[src/design/i2c_bus_clear_sequencer_macros.svh]
// Assertion macros shared by the bus-clear sequencer RTL.
// No dependencies; expects signals clk and arst_n in the including module.
`ifndef I2C_BUS_CLEAR_SEQUENCER_MACROS_SVH
`define I2C_BUS_CLEAR_SEQUENCER_MACROS_SVH

// check sampled on clk, ignored while reset is asserted
`define IBCS_ASSERT(label, prop, msg) \
	label: assert property (@(posedge clk) disable iff (!arst_n) prop) else $error(msg);

// check sampled on clk, also active during reset
`define IBCS_ASSERT_ALWAYS(label, prop, msg) \
	label: assert property (@(posedge clk) prop) else $error(msg);

`endif

[src/design/ibcs_pkg.sv]
// Package for the I2C bus-clear sequencer: payload structs, phase encoding,
// register indexes, reset values and the duration load helper. No dependencies.
package ibcs_pkg;

	localparam int unsigned CountBits = 16;
	localparam int unsigned CfgBits   = 16;
	localparam int unsigned CfgIdxBits = 2;
	localparam int unsigned PulseBits = 4;

	localparam logic [CountBits-1:0] CountMax = '1;

	typedef enum logic [CfgIdxBits-1:0] {
		REG_SETTLE_TICKS      = 2'd0,
		REG_HALF_PERIOD_TICKS = 2'd1,
		REG_MAX_PULSES        = 2'd2
	} reg_idx_t;

	localparam logic [15:0]          SettleTicksRst = 16'd20;
	localparam logic [15:0]          HalfPeriodRst  = 16'd10;
	localparam logic [PulseBits-1:0] MaxPulsesRst   = 4'd9;

	typedef enum logic [2:0] {
		PH_IDLE      = 3'd0,
		PH_SETTLE    = 3'd1,
		PH_LOW       = 3'd2,
		PH_HIGH      = 3'd3,
		PH_STOP_LOW  = 3'd4,
		PH_STOP_HOLD = 3'd5,
		PH_STOP_REL  = 3'd6
	} phase_t;

	typedef struct packed {
		logic start_req;
		logic line_id;
		logic sda_level;
		logic scl_level;
	} in_t;

	typedef struct packed {
		logic scl_value;
		logic scl_driven;
		logic sda_value;
		logic sda_driven;
		logic pair_select;
		logic busy_res;
		logic done_res;
		logic sda_after;
		logic scl_after;
	} out_t;

	// zero acts as one; values beyond the counter range saturate
	function automatic logic [CountBits-1:0] load_count(input logic [15:0] d);
		logic [31:0] v;
		v = 32'(d);
		if (v == 32'd0) v = 32'd1;
		if (v > 32'(CountMax)) return CountMax;
		return CountBits'(v);
	endfunction

endpackage

[src/design/i2c_bus_clear_sequencer.sv]
// I2C bus-clear sequencer. Every accepted request is one timer tick and
// produces exactly one result, which shows the line drive, pair select and
// run status after that tick. A request is taken every clock unless stalled:
// state and the result register update in the same cycle, so a result appears
// in the next cycle. The input stalls only while the result register holds an
// untaken result and the output is stalled. A run lasts settle_ticks plus
// 2*half_period_ticks per SCL pulse plus three STOP steps of half_period_ticks.
// Depends on ibcs_pkg and i2c_bus_clear_sequencer_macros.svh.
`include "i2c_bus_clear_sequencer_macros.svh"

module i2c_bus_clear_sequencer (
	input  logic                          clk,
	input  logic                          arst_n,
	input  logic                          in_valid,
	output logic                          in_stall,
	input  ibcs_pkg::in_t                 in_data,
	output logic                          out_valid,
	input  logic                          out_stall,
	output ibcs_pkg::out_t                out_data,
	input  logic                          cfg_we,
	input  logic [ibcs_pkg::CfgIdxBits-1:0] cfg_index,
	input  logic [ibcs_pkg::CfgBits-1:0]  cfg_data
);

	logic [15:0]                       settle_q;
	logic [15:0]                       half_q;
	logic [ibcs_pkg::PulseBits-1:0]    max_pulses_q;

	ibcs_pkg::phase_t                  phase_q, phase_n;
	logic [ibcs_pkg::CountBits-1:0]    wait_q, wait_n;
	logic [ibcs_pkg::PulseBits-1:0]    pulse_q, pulse_n;
	logic                              target_q, target_n;
	logic                              active_q, active_n;
	logic                              lsda_q, lsda_n;
	logic                              lscl_q, lscl_n;
	logic                              done_n;
	logic [ibcs_pkg::PulseBits-1:0]    limit;

	logic                              out_valid_q;
	ibcs_pkg::out_t                    out_q, res;
	logic                              in_acc;

	assign in_stall  = out_valid_q & out_stall;
	assign in_acc    = in_valid & ~in_stall;
	assign out_valid = out_valid_q;
	assign out_data  = out_q;

	assign limit = (max_pulses_q == '0) ? ibcs_pkg::PulseBits'(1) : max_pulses_q;

	// config registers
	always_ff @(posedge clk or negedge arst_n) begin
		if (!arst_n) begin
			settle_q     <= ibcs_pkg::SettleTicksRst;
			half_q       <= ibcs_pkg::HalfPeriodRst;
			max_pulses_q <= ibcs_pkg::MaxPulsesRst;
		end else if (cfg_we) begin
			case (cfg_index)
				ibcs_pkg::REG_SETTLE_TICKS:      settle_q     <= cfg_data[15:0];
				ibcs_pkg::REG_HALF_PERIOD_TICKS: half_q       <= cfg_data[15:0];
				ibcs_pkg::REG_MAX_PULSES:        max_pulses_q <= cfg_data[ibcs_pkg::PulseBits-1:0];
				default: ;
			endcase
		end
	end

	// next state for one tick
	always_comb begin
		phase_n  = phase_q;
		wait_n   = wait_q;
		pulse_n  = pulse_q;
		target_n = target_q;
		active_n = active_q;
		lsda_n   = lsda_q;
		lscl_n   = lscl_q;
		done_n   = 1'b0;
		if (phase_q == ibcs_pkg::PH_IDLE) begin
			if (in_data.start_req) begin
				target_n = in_data.line_id;
				phase_n  = ibcs_pkg::PH_SETTLE;
				wait_n   = ibcs_pkg::load_count(settle_q);
			end
		end else if (wait_q > ibcs_pkg::CountBits'(1)) begin
			wait_n = wait_q - ibcs_pkg::CountBits'(1);
		end else begin
			wait_n = ibcs_pkg::load_count(half_q);
			unique case (phase_q)
				ibcs_pkg::PH_SETTLE: begin
					pulse_n = '0;
					phase_n = ibcs_pkg::PH_LOW;
				end
				ibcs_pkg::PH_LOW: begin
					phase_n = ibcs_pkg::PH_HIGH;
				end
				ibcs_pkg::PH_HIGH: begin
					pulse_n = pulse_q + ibcs_pkg::PulseBits'(1);
					// stop once SDA is released or the pulse budget is spent
					if (in_data.sda_level || pulse_n >= limit)
						phase_n = ibcs_pkg::PH_STOP_LOW;
					else
						phase_n = ibcs_pkg::PH_LOW;
				end
				ibcs_pkg::PH_STOP_LOW: begin
					phase_n = ibcs_pkg::PH_STOP_HOLD;
				end
				ibcs_pkg::PH_STOP_HOLD: begin
					phase_n = ibcs_pkg::PH_STOP_REL;
				end
				default: begin
					lsda_n   = in_data.sda_level;
					lscl_n   = in_data.scl_level;
					active_n = target_q;
					phase_n  = ibcs_pkg::PH_IDLE;
					wait_n   = '0;
					done_n   = 1'b1;
				end
			endcase
		end
	end

	// line drive follows the phase after the tick
	always_comb begin
		res = '0;
		unique case (phase_n)
			ibcs_pkg::PH_SETTLE, ibcs_pkg::PH_HIGH: begin
				res.scl_value  = 1'b1;
				res.scl_driven = 1'b1;
			end
			ibcs_pkg::PH_LOW: begin
				res.scl_driven = 1'b1;
			end
			ibcs_pkg::PH_STOP_LOW, ibcs_pkg::PH_STOP_HOLD: begin
				res.scl_value  = 1'b1;
				res.scl_driven = 1'b1;
				res.sda_driven = 1'b1;
			end
			ibcs_pkg::PH_STOP_REL: begin
				res.scl_value  = 1'b1;
				res.scl_driven = 1'b1;
				res.sda_value  = 1'b1;
				res.sda_driven = 1'b1;
			end
			default: ;
		endcase
		res.pair_select = active_n;
		res.busy_res    = (phase_n != ibcs_pkg::PH_IDLE);
		res.done_res    = done_n;
		res.sda_after   = lsda_n;
		res.scl_after   = lscl_n;
	end

	always_ff @(posedge clk or negedge arst_n) begin
		if (!arst_n) begin
			phase_q  <= ibcs_pkg::PH_IDLE;
			wait_q   <= '0;
			pulse_q  <= '0;
			target_q <= 1'b0;
			active_q <= 1'b0;
			lsda_q   <= 1'b0;
			lscl_q   <= 1'b0;
		end else if (in_acc) begin
			phase_q  <= phase_n;
			wait_q   <= wait_n;
			pulse_q  <= pulse_n;
			target_q <= target_n;
			active_q <= active_n;
			lsda_q   <= lsda_n;
			lscl_q   <= lscl_n;
		end
	end

	always_ff @(posedge clk or negedge arst_n) begin
		if (!arst_n) begin
			out_valid_q <= 1'b0;
		end else begin
			out_valid_q <= in_acc | (out_valid_q & out_stall);
		end
	end

	always_ff @(posedge clk) begin
		if (in_acc) begin
			out_q <= res;
		end
	end

	`IBCS_ASSERT(a_wait_nonzero_busy, (phase_q != ibcs_pkg::PH_IDLE) |-> (wait_q != '0), "wait counter empty while busy")
	`IBCS_ASSERT(a_start_settle, (in_acc && phase_q == ibcs_pkg::PH_IDLE && in_data.start_req) |=> (phase_q == ibcs_pkg::PH_SETTLE), "start request did not begin settle")
	`IBCS_ASSERT(a_done_released, (out_valid_q && out_q.done_res) |-> (!out_q.busy_res && !out_q.scl_driven && !out_q.sda_driven), "done while lines still held")
	`IBCS_ASSERT(a_empty_no_stall, !out_valid_q |-> !in_stall, "input stalled with empty result register")

endmodule

[config.mk]
export PLATFORM = sky130hd
export DESIGN_NAME = i2c_bus_clear_sequencer
export DESIGN_NICKNAME = d
export VERILOG_FILES = /design/src/design/ibcs_pkg.sv /design/src/design/i2c_bus_clear_sequencer.sv
export VERILOG_INCLUDE_DIRS = /design/src /design/src/design
export SDC_FILE = /design/constraint.sdc
export NUM_CORES = 1
export LEC_CHECK = 0
export BUFFER_PORTS_ARGS = -buffer_cell sky130_fd_sc_hd__clkbuf_2
export CORE_MARGIN = 5
export CORE_UTILIZATION = 64
export CTS_CLUSTER_DIAMETER = 40
export DETAILED_ROUTE_END_ITERATION = 7
export PLACE_DENSITY = 0.91
export RECOVER_POWER = 100
export SLEW_MARGIN = 15
export SYNTH_ARGS = -nofsm -noshare
export SYNTH_HDL_FRONTEND = slang
export SYNTH_SLANG_ARGS = --single-unit
[constraint.sdc]
create_clock -name clk -period 3.9 [get_ports clk]
set_clock_uncertainty 0.05 [all_clocks]
set_input_delay 0.39 -clock clk [delete_from_list [all_inputs] [get_ports clk]]
set_output_delay 0.39 -clock clk [all_outputs]
set_load 0.03 [all_outputs]
Word-level counts from Yosys, hierarchy flattened
Index checks and enable logic that the tools add are counted.
- bitwise logic cells: 6
- muxes and demuxes: 41
- reductions and logical operators: 19
- add/subtract/negate cells: 2
- $lt $le $gt $ge: 4
- equality and inequality tests: 14
- operator list (kind ; number):
    two-way mux 16 bit ; 10
    two-way mux 32 bit ; 4
    > comparator 32 x 16 -> 1 bit, second input constant ; 2
    logical NOT 16 bit ; 2
    two-way mux 1 bit ; 20
    > comparator 16 x 1 -> 1 bit, second input constant ; 1
    subtractor 16 x 1 -> 16 bit, second input constant ; 1
    == test 3 bit, second input constant ; 5
    case mux 3 bit (5 select lines) ; 1
    == test 3 x 2 -> 1 bit, second input constant ; 4
    two-way mux 3 bit ; 4
    OR reduction 5 bit ; 2
    case mux 4 bit (2 select lines) ; 1
    AND reduction 2 bit ; 4
    == test 3 x 1 -> 1 bit, second input constant ; 2
    OR reduction 6 bit ; 1
    adder 4 x 1 -> 4 bit, second input constant ; 1
    >= comparator 4 bit ; 1
    logical NOT 4 bit ; 1
    two-way mux 4 bit ; 1
    AND reduction 4 bit ; 1
    logical NOT 3 bit ; 1
    inverter 1 bit ; 3
    AND reduction 3 bit ; 1
    other kinds (11) ; 12
- logic and storage cells: 106
- flip-flop bits (word level): 73
- input port bits: 27

Logic depth before layout (Yosys ltp)
- word-level depth: 12
- depth in mapped cells: 9

Worst setup path before layout
Ideal clock, no wire load.
- path type: flip-flop to flip-flop
- start point: register wait_q[11] in the netlist's numbering
- end point: register out_q (netlist bit out_data[0]), data pin
- arrival time: 1.878 ns
- path slack: 1.711 ns
- cell stages (with the launch flop): 7
- setup time: 0.260 ns
- path buffers: 1
- clock period less this slack: 2.189 ns
- cell sequence: dfrtp_1 > or4_4 > nor4_4 > and2_1 > buf_6 > nand3_4 > mux2_4
- longest elaborated chain between the ends: 3
- RTL lines (item ; line ; RTL):
    start, declared ; i2c_bus_clear_sequencer.sv:30 ; logic [ibcs_pkg::CountBits-1:0] wait_q, wait_n;
    start signal, assigned ; i2c_bus_clear_sequencer.sv:162 ; wait_q <= wait_n;
    > comparator 16 x 1 -> 1 bit ; i2c_bus_clear_sequencer.sv:82 ; end else if (wait_q > ibcs_pkg::CountBits'(1)) begin
    two-way mux 1 bit ; i2c_bus_clear_sequencer.sv:82 ;
    two-way mux 1 bit ; i2c_bus_clear_sequencer.sv:76 ; if (phase_q == ibcs_pkg::PH_IDLE) begin
    net lscl_n ; i2c_bus_clear_sequencer.sv:35 ; logic lscl_q, lscl_n;
    end signal, assigned ; i2c_bus_clear_sequencer.sv:181 ; out_q <= res;
    end, declared ; i2c_bus_clear_sequencer.sv:40 ; ibcs_pkg::out_t out_q, res;
The timed path passes the listed nets, and every way through them passes these cells.
A chain may end at the register's enable or synchronous reset.

==> results.cfg <==
[run_status]
outcome = finished, violations left
violations = max-capacitance violations, max-slew violations

[yosys]
synth_top_cell_area_share_pct = 37.9
synth-edff-count = 9
yosys.area_share.simple_pct = 16.5
synth_nets = 382
synth-xor-area-share_pct = 1.83
synth_top_family_by_area = simple AND/OR/NAND/NOR gates
synth_cell_type_count = 60
synth_compound_area_share_pct = 14.0
synth_mux_area_share_pct = 12.9
synth_cells = 348
post-synth-top-area-cell = dfrtp_1
synth_seq_cells = 73
yosysWarnings = 0
synthFlopType = dfrtp_1
postSynthAreaPerCell_um2 = 11.0
ys_seq_area_share_pct = 49.1
netlist_area_mm2 = 0.00383
async_flop_share_pct = 87.7
synthAdderAreaFrac_pct = 2.29
synth_area_leaders = dfrtp_1, mux2_2, edfxtp_1, dfstp_2, o21ai_0

[die]
core_area_mm2 = 0.00585
pin_count = 38
die_w_um = 87.3
start_util_pct = 65.4
dieArea_mm2 = 0.00763
chipHeight_um = 87.3
rows = 28

[drt]
drc_errors = 0
vias = 3240
vias_per_cell = 7.00
firstDrtPassIters = 7
wl_per_cell_um = 21.2
wl_mm = 9.80
final_antenna_net_count = 0
drt_iter0_drc = 607

[power]
p_leak_nw = 1.74
p_seq_share_pct = 47.6
pwr-share-clk_pct = 27.6
swShare_pct = 36.0
p_int_mw = 1.53
power.density_mw_per_mm2 = 570
p_sw_uw = 862
ir_worst_vdd_v = 0.000427
p_comb_share_pct = 24.8

[clock_network]
post_cts_buffers = 0
clockBufferDepth = 2
cts-root-buf = clkbuf_8
tritoncts = done
cts_resized = 0
clkTransAtPathRegs_ps = 90
numCtsBuffers = 9
holdBufCountCts = 0
h-tree-depth = 3
insertion_delay_ps = 360
clock-sinks = 73

[sta]
fin_crit_ps = 3100
fmax_ghz = 0.323
setup_tns_ps = 0
slew_violations = 38
tightest_slew_ps = 2000
relSlewSlack_pct = -33.2
setup-violations-final = 0
rsz0062_at_grt = false
final_hold_viol_count = 0
period_share_pct = 79.4
holdWs_ps = 184

[placed_design]
hpwl_mm = 6.47
place_inst = 447
io_buffers = 37
place.gp.congestion = 0.969

[global_route]
track_usage_pct = 28.0
grt_pass1_wl_mm = 16.3
antenna_found_initial = 0
overflow = 0
grt_pass1_vias = 3045
grt_max_degree = 38

[setup_path]
cp.required_ps = 3930
rr_startpoint = wait_q[11]$_DFFE_PN0P_
ff2ff_path_depth = 5
r2r-end = out_data[8]$_DFFE_PP_
cp_data_arrival_time_ps = 3130
endpoint_kind = flip-flop
path_class = reg2reg
reg2reg_slack_ps = 800
start_kind = flip-flop
crit_path_max_fanout = 15

[layout]
mostFrequentLayoutCells = dfrtp_1, mux2_2, clkbuf_2, nand2_1, nor2_1
layout.cells.most_common = dfrtp_1
area_growth_pct = 9.84
fillers = 398
drive_gt1_share_pct = 22.9
fin_util_pct = 71.9
fin_nets = 417
multi_input_area_mm2 = 0.00179
diodes = 0
seq_area_mm2 = 0.00188
finalNonFillerCells = 463

[min_path]
worstHoldPathType = in2reg
min_from = in_data[2]
hold_end = target_q$_DFFE_PN0P_
min_path_cells = 3

[job]
cap_violations = 1
==> critical path: stages (launching register included) <==
cell and delay, ps:
dfrtp_1 450, or4_1 640, nor4_2 1010, a21oi_1 220, o21ai_0 280, o311ai_0 170
==> flip-flops by register name, indices dropped and copies added, names as in the netlist, 3 cells and up <==
name / count
half_q: 16
settle_q: 16
wait_q: 16
out_data: 9
max_pulses_q: 4
pulse_q: 4
phase_q: 3
==> per-layer routing <==
layer	global-route usage, %	part of all wire, %	vias up
li1	-	-	1388
met1	38.5	40	1560
met2	43.0	46	231
met3	6.34	9.5	61
met4	11.7	4.2	0
met5	0	0	-
==> how the worst max path moves through the flow <==
stage	from	end	slack [ps]	cells past startpoint
finish	wait_q[11]$_DFFE_PN0P_	out_data[8]$_DFFE_PP_	800	5
detailed placement	wait_q[6]$_DFFE_PN0P_	out_data[4]$_DFFE_PP_	1210	5
CTS	wait_q[6]$_DFFE_PN0P_	out_data[4]$_DFFE_PP_	1190	5
floorplan	wait_q[11]$_DFFE_PN0P_	out_data[0]$_DFFE_PP_	1710	6
global placement	wait_q[6]$_DFFE_PN0P_	out_data[4]$_DFFE_PP_	1240	5
global route	arst_n	half_q[2]$_DFFE_PN0P_	550	2
==> power groups by stage <==
stage	sequential (mW)	clock, mW	combinational [mW]
final	1.14	0.662	0.593
after global routing	1.16	0.700	0.660
after CTS	1.13	0.660	0.596
after detailed placement	1.14	0	0.581
after global placement	1.13	0	0.560
after floorplan	1.09	0	0.459
==> area by class of cell <==
class / instances / share of cell area, %
Clock inverter: 6 / 1.67
Inverter: 11 / 0.982
Clock buffer: 10 / 3.54
Multi-Input combinational cell: 248 / 42.5
Sequential cell: 73 / 44.7
Tap cell: 75 / 2.23
Timing Repair Buffer: 40 / 4.35
==> synth_stat cells (all sizes together) (2+ instances only) <==
library cell	n
and2	3
nor4	14
nand2	21
ha	7
o41ai	2
o21ai	18
dfrtp	58
o21a	2
clkbuf	10
a21oi	11
a22oi	7
a31oi	9
a21boi	2
edfxtp	9
a311oi	2
or3	3
nand2b	4
mux2	42
a211oi	3
nor3	8
buf	6
a22o	3
nand3	17
nand3b	2
or2	2
or4	4
o31ai	5
o211ai	2
inv	11
o22ai	5
xnor2	4
dfstp	6
nand4	5
nor2b	2
xor2	4
nor2	20
==> cell families (layout without fill, tap and decap cells) <==
logic type	Yosys count	after routing
fa+ha+maj	7	7
flops	73	73
mux	43	43
simple gates	110	110
compound gates	80	80
xor+xnor	8	8
buf+inv	27	67
==> stage by stage <==
step	area (um^2)	power (mW)	setup WS, ps
finish	4200	2.40	804
global route	4200	2.52	549
CTS	4270	2.39	1190
detailed placement	4050	1.72	1210
global placement	4050	1.69	1240
floorplan	3830	1.55	1710
(Power assumes the default switching activity.)
